===== config.mk =====
export PLATFORM = sky130hd
export DESIGN_NAME = flight_event_detector
export DESIGN_NICKNAME = d
export VERILOG_FILES = /design/src/hw/rtl/fed_pkg.sv /design/src/hw/rtl/fed_cfg_regs.sv /design/src/hw/rtl/fed_step.sv /design/src/hw/rtl/flight_event_detector.sv
export SDC_FILE = /design/constraint.sdc
export NUM_CORES = 2
export LEC_CHECK = 0
export ABC_AREA = 1
export BUFFER_PORTS_ARGS = -buffer_cell sky130_fd_sc_hd__buf_2
export CAP_MARGIN = 20
export CELL_PAD_IN_SITES_DETAIL_PLACEMENT = 1
export CELL_PAD_IN_SITES_GLOBAL_PLACEMENT = 2
export CORE_ASPECT_RATIO = 1.25
export CORE_MARGIN = 5
export CORE_UTILIZATION = 40
export CTS_CLUSTER_DIAMETER = 80
export DETAILED_ROUTE_END_ITERATION = 6
export MAX_ROUTING_LAYER = met4
export PLACE_DENSITY = 0.84
export SLEW_MARGIN = 20
export SYNTH_ARGS = -nofsm -noshare
export SYNTH_HDL_FRONTEND = slang
export SYNTH_HIERARCHICAL = 1
export SYNTH_SLANG_ARGS = --single-unit

===== constraint.sdc =====
create_clock -name clk -period 12.5 [get_ports clk]
set_input_delay 0.625 -clock clk [delete_from_list [all_inputs] [get_ports clk]]
set_output_delay 0.625 -clock clk [all_outputs]
set_load 0.03 [all_outputs]

===== src/hw/rtl/fed_pkg.sv =====
// Shared types and constants for the flight event detector.
package fed_pkg;

  typedef enum logic [2:0] {
    PH_PAD    = 3'd0,
    PH_ASCENT = 3'd1,
    PH_DROGUE = 3'd2,
    PH_MAIN   = 3'd3,
    PH_LANDED = 3'd4
  } phase_t;

  // Configuration register indexes
  localparam logic [2:0] REG_RUN_MODE    = 3'd0;
  localparam logic [2:0] REG_MAIN_HIGH   = 3'd1;
  localparam logic [2:0] REG_MAIN_LOW    = 3'd2;
  localparam logic [2:0] REG_RISE_FLIGHT = 3'd3;
  localparam logic [2:0] REG_RISE_TEST   = 3'd4;
  localparam logic [2:0] REG_HIGH_MARK   = 3'd5;
  localparam logic [2:0] REG_RATE_UPPER  = 3'd6;
  localparam logic [2:0] REG_RATE_LOWER  = 3'd7;

  localparam int CFG_IDX_W  = 3;
  localparam int CFG_DATA_W = 18;

  // Run modes
  localparam logic MODE_FLIGHT = 1'b0;
  localparam logic MODE_TEST   = 1'b1;

  // Test flag bit positions
  localparam int FLG_LAUNCH    = 0;
  localparam int FLG_MOTOR_OUT = 1;
  localparam int FLG_HIGH_ALT  = 2;
  localparam int FLG_TILT      = 3;
  localparam int FLG_DESCENT   = 4;
  localparam int FLG_DROGUE    = 5;
  localparam int FLG_BELOW_TOP = 6;
  localparam int FLG_MAIN      = 7;

  // Altitude drop that apogee detection must exceed, dm
  localparam logic signed [19:0] DESCENT_MIN_DM = 20'sd10;

  // Reset values of the configuration registers
  localparam logic               RST_RUN_MODE    = 1'b0;
  localparam logic [17:0]        RST_MAIN_HIGH   = 18'd6000;
  localparam logic [17:0]        RST_MAIN_LOW    = 18'd4000;
  localparam logic [13:0]        RST_RISE_FLIGHT = 14'd100;
  localparam logic [13:0]        RST_RISE_TEST   = 14'd50;
  localparam logic [17:0]        RST_HIGH_MARK   = 18'd20000;
  localparam logic signed [15:0] RST_RATE_UPPER  = 16'sd500;
  localparam logic signed [15:0] RST_RATE_LOWER  = -16'sd600;

  typedef struct packed {
    logic signed [18:0] altitude_dm;
    logic signed [15:0] accel_x;
    logic signed [15:0] accel_y;
    logic signed [15:0] accel_z;
    logic signed [15:0] pitch_rate;
  } in_t;

  typedef struct packed {
    logic [2:0] flight_phase;
    logic [7:0] test_flags;
    logic       drogue_fire;
    logic       main_fire;
  } out_t;

  typedef struct packed {
    logic               run_mode;
    logic [17:0]        main_window_high;
    logic [17:0]        main_window_low;
    logic [13:0]        launch_rise_flight;
    logic [13:0]        launch_rise_test;
    logic [17:0]        high_altitude_mark;
    logic signed [15:0] rate_upper_limit;
    logic signed [15:0] rate_lower_limit;
  } cfg_t;

  typedef struct packed {
    logic signed [18:0] baseline_alt;
    logic               baseline_valid;
    logic signed [18:0] previous_alt;
    phase_t             phase;
    logic [7:0]         flags;
    logic               drogue_latch;
    logic               main_latch;
  } state_t;

endpackage


===== src/hw/rtl/fed_cfg_regs.sv =====
// Configuration register file of the flight event detector.
module fed_cfg_regs (
  input  logic                            clk,
  input  logic                            rst_n,
  input  logic                            cfg_we,
  input  logic [fed_pkg::CFG_IDX_W-1:0]   cfg_idx,
  input  logic [fed_pkg::CFG_DATA_W-1:0]  cfg_wdata,
  output fed_pkg::cfg_t                   cfg
);
  import fed_pkg::*;

  cfg_t cfg_r;
  cfg_t cfg_nxt;

  always_comb begin
    cfg_nxt = cfg_r;
    if (cfg_we) begin
      unique case (cfg_idx)
        REG_RUN_MODE:    cfg_nxt.run_mode           = cfg_wdata[0];
        REG_MAIN_HIGH:   cfg_nxt.main_window_high   = cfg_wdata[17:0];
        REG_MAIN_LOW:    cfg_nxt.main_window_low    = cfg_wdata[17:0];
        REG_RISE_FLIGHT: cfg_nxt.launch_rise_flight = cfg_wdata[13:0];
        REG_RISE_TEST:   cfg_nxt.launch_rise_test   = cfg_wdata[13:0];
        REG_HIGH_MARK:   cfg_nxt.high_altitude_mark = cfg_wdata[17:0];
        REG_RATE_UPPER:  cfg_nxt.rate_upper_limit   = $signed(cfg_wdata[15:0]);
        REG_RATE_LOWER:  cfg_nxt.rate_lower_limit   = $signed(cfg_wdata[15:0]);
        default:         cfg_nxt = cfg_r;
      endcase
    end
  end

  always_ff @(posedge clk) begin
    if (!rst_n) begin
      cfg_r.run_mode           <= RST_RUN_MODE;
      cfg_r.main_window_high   <= RST_MAIN_HIGH;
      cfg_r.main_window_low    <= RST_MAIN_LOW;
      cfg_r.launch_rise_flight <= RST_RISE_FLIGHT;
      cfg_r.launch_rise_test   <= RST_RISE_TEST;
      cfg_r.high_altitude_mark <= RST_HIGH_MARK;
      cfg_r.rate_upper_limit   <= RST_RATE_UPPER;
      cfg_r.rate_lower_limit   <= RST_RATE_LOWER;
    end else begin
      cfg_r <= cfg_nxt;
    end
  end

  assign cfg = cfg_r;

endmodule


===== src/hw/rtl/fed_step.sv =====
// Per-sample next-state logic: pitch test, flight phase and test flag sequencing.
module fed_step (
  input  fed_pkg::cfg_t   cfg,
  input  fed_pkg::state_t st,
  input  fed_pkg::in_t    item,
  output fed_pkg::state_t st_nxt
);
  import fed_pkg::*;

  logic signed [18:0] base;
  logic signed [19:0] alt_w;
  logic signed [19:0] prev_w;
  logic signed [19:0] rise;
  logic signed [19:0] drop;
  logic signed [19:0] hi_w;
  logic signed [19:0] lo_w;
  logic signed [19:0] rise_flt_w;
  logic signed [19:0] rise_tst_w;
  logic signed [19:0] mark_w;
  logic               in_window;
  logic               below_hi;
  logic signed [31:0] ax2;
  logic signed [31:0] ay2;
  logic signed [31:0] az2;
  logic [31:0]        r2;
  logic [33:0]        r2x3;
  logic               steep;
  phase_t             ph;
  logic [7:0]         fl;
  logic               dr;
  logic               mn;

  // First sample loads the baseline before any test
  assign base       = st.baseline_valid ? st.baseline_alt : item.altitude_dm;
  assign alt_w      = {item.altitude_dm[18], item.altitude_dm};
  assign prev_w     = {st.previous_alt[18], st.previous_alt};
  assign rise       = alt_w - {base[18], base};
  assign drop       = prev_w - alt_w;
  assign hi_w       = {2'b00, cfg.main_window_high};
  assign lo_w       = {2'b00, cfg.main_window_low};
  assign rise_flt_w = {6'd0, cfg.launch_rise_flight};
  assign rise_tst_w = {6'd0, cfg.launch_rise_test};
  assign mark_w     = {2'b00, cfg.high_altitude_mark};
  assign below_hi   = alt_w < hi_w;
  assign in_window  = below_hi && (alt_w > lo_w);

  // |pitch| > 60 deg  <=>  ax^2 > 3 (ay^2 + az^2); squares are non-negative
  assign ax2   = item.accel_x * item.accel_x;
  assign ay2   = item.accel_y * item.accel_y;
  assign az2   = item.accel_z * item.accel_z;
  assign r2    = {1'b0, ay2[30:0]} + {1'b0, az2[30:0]};
  assign r2x3  = {1'b0, r2, 1'b0} + {2'b00, r2};
  assign steep = {3'b000, ax2[30:0]} > r2x3;

  always_comb begin
    ph = st.phase;
    fl = st.flags;
    dr = st.drogue_latch;
    mn = st.main_latch;
    if (cfg.run_mode == MODE_FLIGHT) begin
      // Rules cascade within one sample
      if (ph == PH_PAD && rise > rise_flt_w) ph = PH_ASCENT;
      if (ph == PH_ASCENT && drop > DESCENT_MIN_DM && steep) begin
        ph = PH_DROGUE;
        dr = 1'b1;
      end
      if (ph == PH_DROGUE && in_window) begin
        ph = PH_MAIN;
        mn = 1'b1;
      end
      if (ph == PH_MAIN && alt_w == prev_w) ph = PH_LANDED;
    end else begin
      if (rise > rise_tst_w) fl[FLG_LAUNCH] = 1'b1;
      if (fl[FLG_LAUNCH] && item.accel_z[15]) fl[FLG_MOTOR_OUT] = 1'b1;
      if (alt_w > mark_w) fl[FLG_HIGH_ALT] = 1'b1;
      if (item.pitch_rate > cfg.rate_upper_limit ||
          item.pitch_rate < cfg.rate_lower_limit) fl[FLG_TILT] = 1'b1;
      if (drop > 20'sd0 && fl[FLG_TILT]) fl[FLG_DESCENT] = 1'b1;
      if (fl[FLG_MOTOR_OUT] && fl[FLG_DESCENT] && fl[FLG_TILT]) begin
        fl[FLG_DROGUE] = 1'b1;
        dr = 1'b1;
      end
      if (below_hi && fl[FLG_DROGUE]) fl[FLG_BELOW_TOP] = 1'b1;
      if (fl[FLG_BELOW_TOP] && in_window) begin
        fl[FLG_MAIN] = 1'b1;
        mn = 1'b1;
      end
    end
  end

  always_comb begin
    st_nxt.baseline_alt   = base;
    st_nxt.baseline_valid = 1'b1;
    st_nxt.previous_alt   = item.altitude_dm;
    st_nxt.phase          = ph;
    st_nxt.flags          = fl;
    st_nxt.drogue_latch   = dr;
    st_nxt.main_latch     = mn;
  end

endmodule


===== src/hw/rtl/flight_event_detector.sv =====
// Top level of the flight event detector: sample register, state and result register.
//
//  channel | ports                             | payload
//  --------+-----------------------------------+------------------------------
//  input   | in_valid / in_ready / in_data     | fed_pkg::in_t  (one sample)
//  result  | out_valid / out_ready / out_data  | fed_pkg::out_t (state after it)
//  config  | cfg_we / cfg_idx / cfg_wdata      | register write, no read-back
//
// One sample per cycle sustained while out_ready stays high; an accepted sample enters the
// sample register, then moves into the result register, where out_valid rises.
// The sample register feeds one pass of compare/square logic into the result register,
// and the detector state is updated at the same edge as the result register.
// Synchronous active-low reset clears state and loads the register defaults.
// A stalled result holds in the output register; one more sample can wait in the
// sample register, then in_ready drops until out_ready frees the result register.
module flight_event_detector (
  input  logic                            clk,
  input  logic                            rst_n,
  input  logic                            in_valid,
  output logic                            in_ready,
  input  fed_pkg::in_t                    in_data,
  output logic                            out_valid,
  input  logic                            out_ready,
  output fed_pkg::out_t                   out_data,
  input  logic                            cfg_we,
  input  logic [fed_pkg::CFG_IDX_W-1:0]   cfg_idx,
  input  logic [fed_pkg::CFG_DATA_W-1:0]  cfg_wdata
);
  import fed_pkg::*;

  cfg_t   cfg;
  in_t    smp_r;
  in_t    smp_nxt;
  logic   smp_valid_r;
  logic   smp_valid_nxt;
  state_t st_r;
  state_t st_nxt;
  state_t st_step;
  out_t   res_r;
  out_t   res_nxt;
  logic   res_valid_r;
  logic   res_valid_nxt;
  logic   advance;
  logic   in_fire;

  fed_cfg_regs u_cfg (
    .clk       (clk),
    .rst_n     (rst_n),
    .cfg_we    (cfg_we),
    .cfg_idx   (cfg_idx),
    .cfg_wdata (cfg_wdata),
    .cfg       (cfg)
  );

  fed_step u_step (
    .cfg    (cfg),
    .st     (st_r),
    .item   (smp_r),
    .st_nxt (st_step)
  );

  assign advance  = smp_valid_r && (!res_valid_r || out_ready);
  assign in_ready = !smp_valid_r || advance;
  assign in_fire  = in_valid && in_ready;

  always_comb begin
    smp_nxt       = in_fire ? in_data : smp_r;
    smp_valid_nxt = in_fire || (smp_valid_r && !advance);
    st_nxt        = advance ? st_step : st_r;
    res_valid_nxt = advance || (res_valid_r && !out_ready);
    res_nxt       = res_r;
    if (advance) begin
      res_nxt.flight_phase = st_step.phase;
      res_nxt.test_flags   = st_step.flags;
      res_nxt.drogue_fire  = st_step.drogue_latch;
      res_nxt.main_fire    = st_step.main_latch;
    end
  end

  always_ff @(posedge clk) begin
    if (!rst_n) begin
      smp_valid_r <= 1'b0;
      res_valid_r <= 1'b0;
      st_r        <= '{baseline_alt: '0, baseline_valid: 1'b0, previous_alt: '0,
                       phase: PH_PAD, flags: '0, drogue_latch: 1'b0,
                       main_latch: 1'b0};
    end else begin
      smp_valid_r <= smp_valid_nxt;
      res_valid_r <= res_valid_nxt;
      st_r        <= st_nxt;
    end
  end

  always_ff @(posedge clk) begin
    smp_r <= smp_nxt;
    res_r <= res_nxt;
  end

  assign out_valid = res_valid_r;
  assign out_data  = res_r;

endmodule


==> run metrics <==
status=finished clean; die width=312 microns; critical path fanouts, max=17; Max Clk Rate=0.0887 GHz; Slew @ Worst Pin=0.911 ns; Post-CTS Setup Repair Bufs=0; Rel. slew slack=between 30% and 40%; CTS Hold Buffers Added=0; Mean Syn Cell Area=7.96 sq um; drt initial violations=1256; # setup viols final=0; cell row count=about 140; H-tree depth=2; total wire length=129 mm; Max Root-Sink Buffers=3; Async S/R FF share, synth=0%; Starting Density=approximately two fifths; Max Slew Vio Count=0; commonest non-fill, non-tap cells in the layout=1468 x inv_1, 1059 x nand2_1, 692 x fa_1; cell mode on critical path=nand2_1; Core Area=between 0.1 and 0.15 sq mm; Worst-Skew Late Latency=0.62 ns; Worst Setup Start Kind=flop; TritonCTS buffer count=41; Final Critical Period=approximately 11 ns; die footprint=0.121 sq mm; hpwl dp=about 110 mm; fill count=13.9k; Area Growth Syn to Fin=7.18%; CTS resizes=0; Final ANT Viol Nets=0; WHS=0.180 ns; CP endpoint kind=flop; Hold Path Class=in -> reg; Reg-to-Reg Start=smp_r[22]; Top FF cell, synth=dfxtp_1; Cell variety after synth=54; min-delay src=in_data[71]; ranking of synthesized cells by area=fa_1 30%, ha_1 14%, inv_1 12%; Fin. Hold Viols=0; DR pass1 iterations=5; via count=35.7k; post-synthesis sequential area ratio=13.7%; Routed WL per cell=approximately 18 microns; final instance area=0.0489 sq mm; maximum capacitance violations=0; # nets final=7056; r2r worst-path depth=61; Synth Cell Area=0.0456 sq mm; CP Class=reg -> reg; # diodes=0; DIE HEIGHT=388 microns; layout cells sized above 1=5.50%; FF-to-FF End=st_r[10]; Synth top area share=30.4%; cell taking the most area after synthesis=fa_1; I/O pin cnt=124; DP Area=0.0475 sq mm; Req. time, crit path=13.01 ns; Clock Skews=~0.020 ns; Synth Warn #=6; Root Buffer=clkbuf_16; largest net degree at the start of global routing=80; number of flops mapped to enable cells by yosys=96; clock-pin slew on the worst setup and hold paths=0.06 ns; syn nets=7036; Worst path slowest cell=edfxtp_1; Cells after Synth=roughly 5.7k; Sum Neg Setup Slack=0 ns; port buffer count=123; most common cell after layout, fill and taps aside=inv_1; worst hold path depth=1; Finished Core Util=43.2%; global route overflow=0; Sink Count=265; r2r setup slk=about 1.2 ns; GP Congestion=approximately 0.86; DR vias/cell=just under 5; Data arrival, critical path=11.78 ns; total track usage=22.2%; TritonCTS clock tree=built; RSZ-0062 raised after global routing=false; antenna violations before repair=0; vias in the first global route=40.4k; period utilisation layout=between 90 and 100%; DRC Markers=0; global-route wire length before repair=211 mm; Crit path largest cell delay=approximately 0.83 ns; synthesized flop and latch total=265; hold endpoint=smp_r[71]
==> cell families after synthesis <==
kind of cell / after synthesis / synth area share, %
other cells: 1 / 0.00822
compound gates: 551 / 6.97
xor+xnor: 221 / 4.24
simple gates: 1844 / 16.8
fa+ha+maj: 1193 / 44.1
buf+inv: 1659 / 14.1
flops: 265 / 13.7
==> area by class of cell <==
class                   count  area [sq um]  area share, %
multi-input cells        3810         32900           67.3
repair buffers            157           873           1.79
well taps                1470          1840           3.76
flip-flops and latches    265          6270           12.8
clock buffers              54          1170           2.39
clock inverters            22           273          0.558
inverters                1479          5550           11.4
==> worst max-delay path by stage <==
stage                          from       end  slack [ns]  depth (start not counted)
final                     smp_r[22]  st_r[10]        1.22                         61
after global routing      smp_r[22]  st_r[10]        0.11                         63
after CTS                 smp_r[22]  st_r[10]        1.17                         61
after detailed placement  smp_r[22]  st_r[10]        1.20                         61
after global placement    smp_r[35]  st_r[10]        1.46                         59
after floorplan           smp_r[22]   st_r[0]        2.50                         63
==> per-stage QoR <==
step / setup slack, ns / instances
finish: 1.22 / 7257
floorplan: 2.50 / 5734
global route: 0.109 / 7257
detailed placement: 1.20 / 7181
global placement: 1.46 / 7181
CTS: 1.17 / 7257
==> cells in the mapped netlist (9+ instances only) <==
| master | count |
|---|---|
| a211oi_1 | 12 |
| a21o_1 | 19 |
| a21oi_1 | 278 |
| a21oi_2 | 20 |
| a31oi_1 | 23 |
| buf_1 | 10 |
| buf_2 | 28 |
| buf_4 | 32 |
| clkbuf_1 | 102 |
| dfxtp_1 | 169 |
| edfxtp_1 | 96 |
| fa_1 | 692 |
| ha_1 | 501 |
| inv_1 | 1469 |
| inv_2 | 9 |
| nand2_1 | 1059 |
| nand2_2 | 21 |
| nand3_1 | 242 |
| nand3b_1 | 10 |
| nand4_1 | 44 |
| nor2_1 | 389 |
| nor2_4 | 10 |
| nor3_1 | 27 |
| nor4_1 | 12 |
| o211ai_1 | 14 |
| o21a_1 | 9 |
| o21ai_0 | 104 |
| o21ai_1 | 12 |
| o21bai_1 | 22 |
| or2_2 | 13 |
| xnor2_1 | 97 |
| xor2_1 | 124 |
==> critical path: cells and delay by family (launching register included) <==
family	cells	cell delay [ns]
buf+inv	8	0.39
xor+xnor	3	0.57
simple gates	26	2.66
compound gates	14	2.55
fa+ha+maj	10	4.17
flops	1	0.83
==> sequential cells by signal, indices dropped and copies added, names as in the netlist <==
signal,cells
smp_valid_r,1
out_valid,1
u_cfg/cfg,115
out_data,13
st_r,52
smp_r,83
==> layer usage <==
metal,GRT usage (%),wire (microns)
met1,23.7,50000
met2,43.9,73100
met3,1.69,2260
met4,5.82,3820
met5,-,0
Power is not shown: default switching activity piles up to over one toggle a cycle in this logic, so the estimate is an artifact.
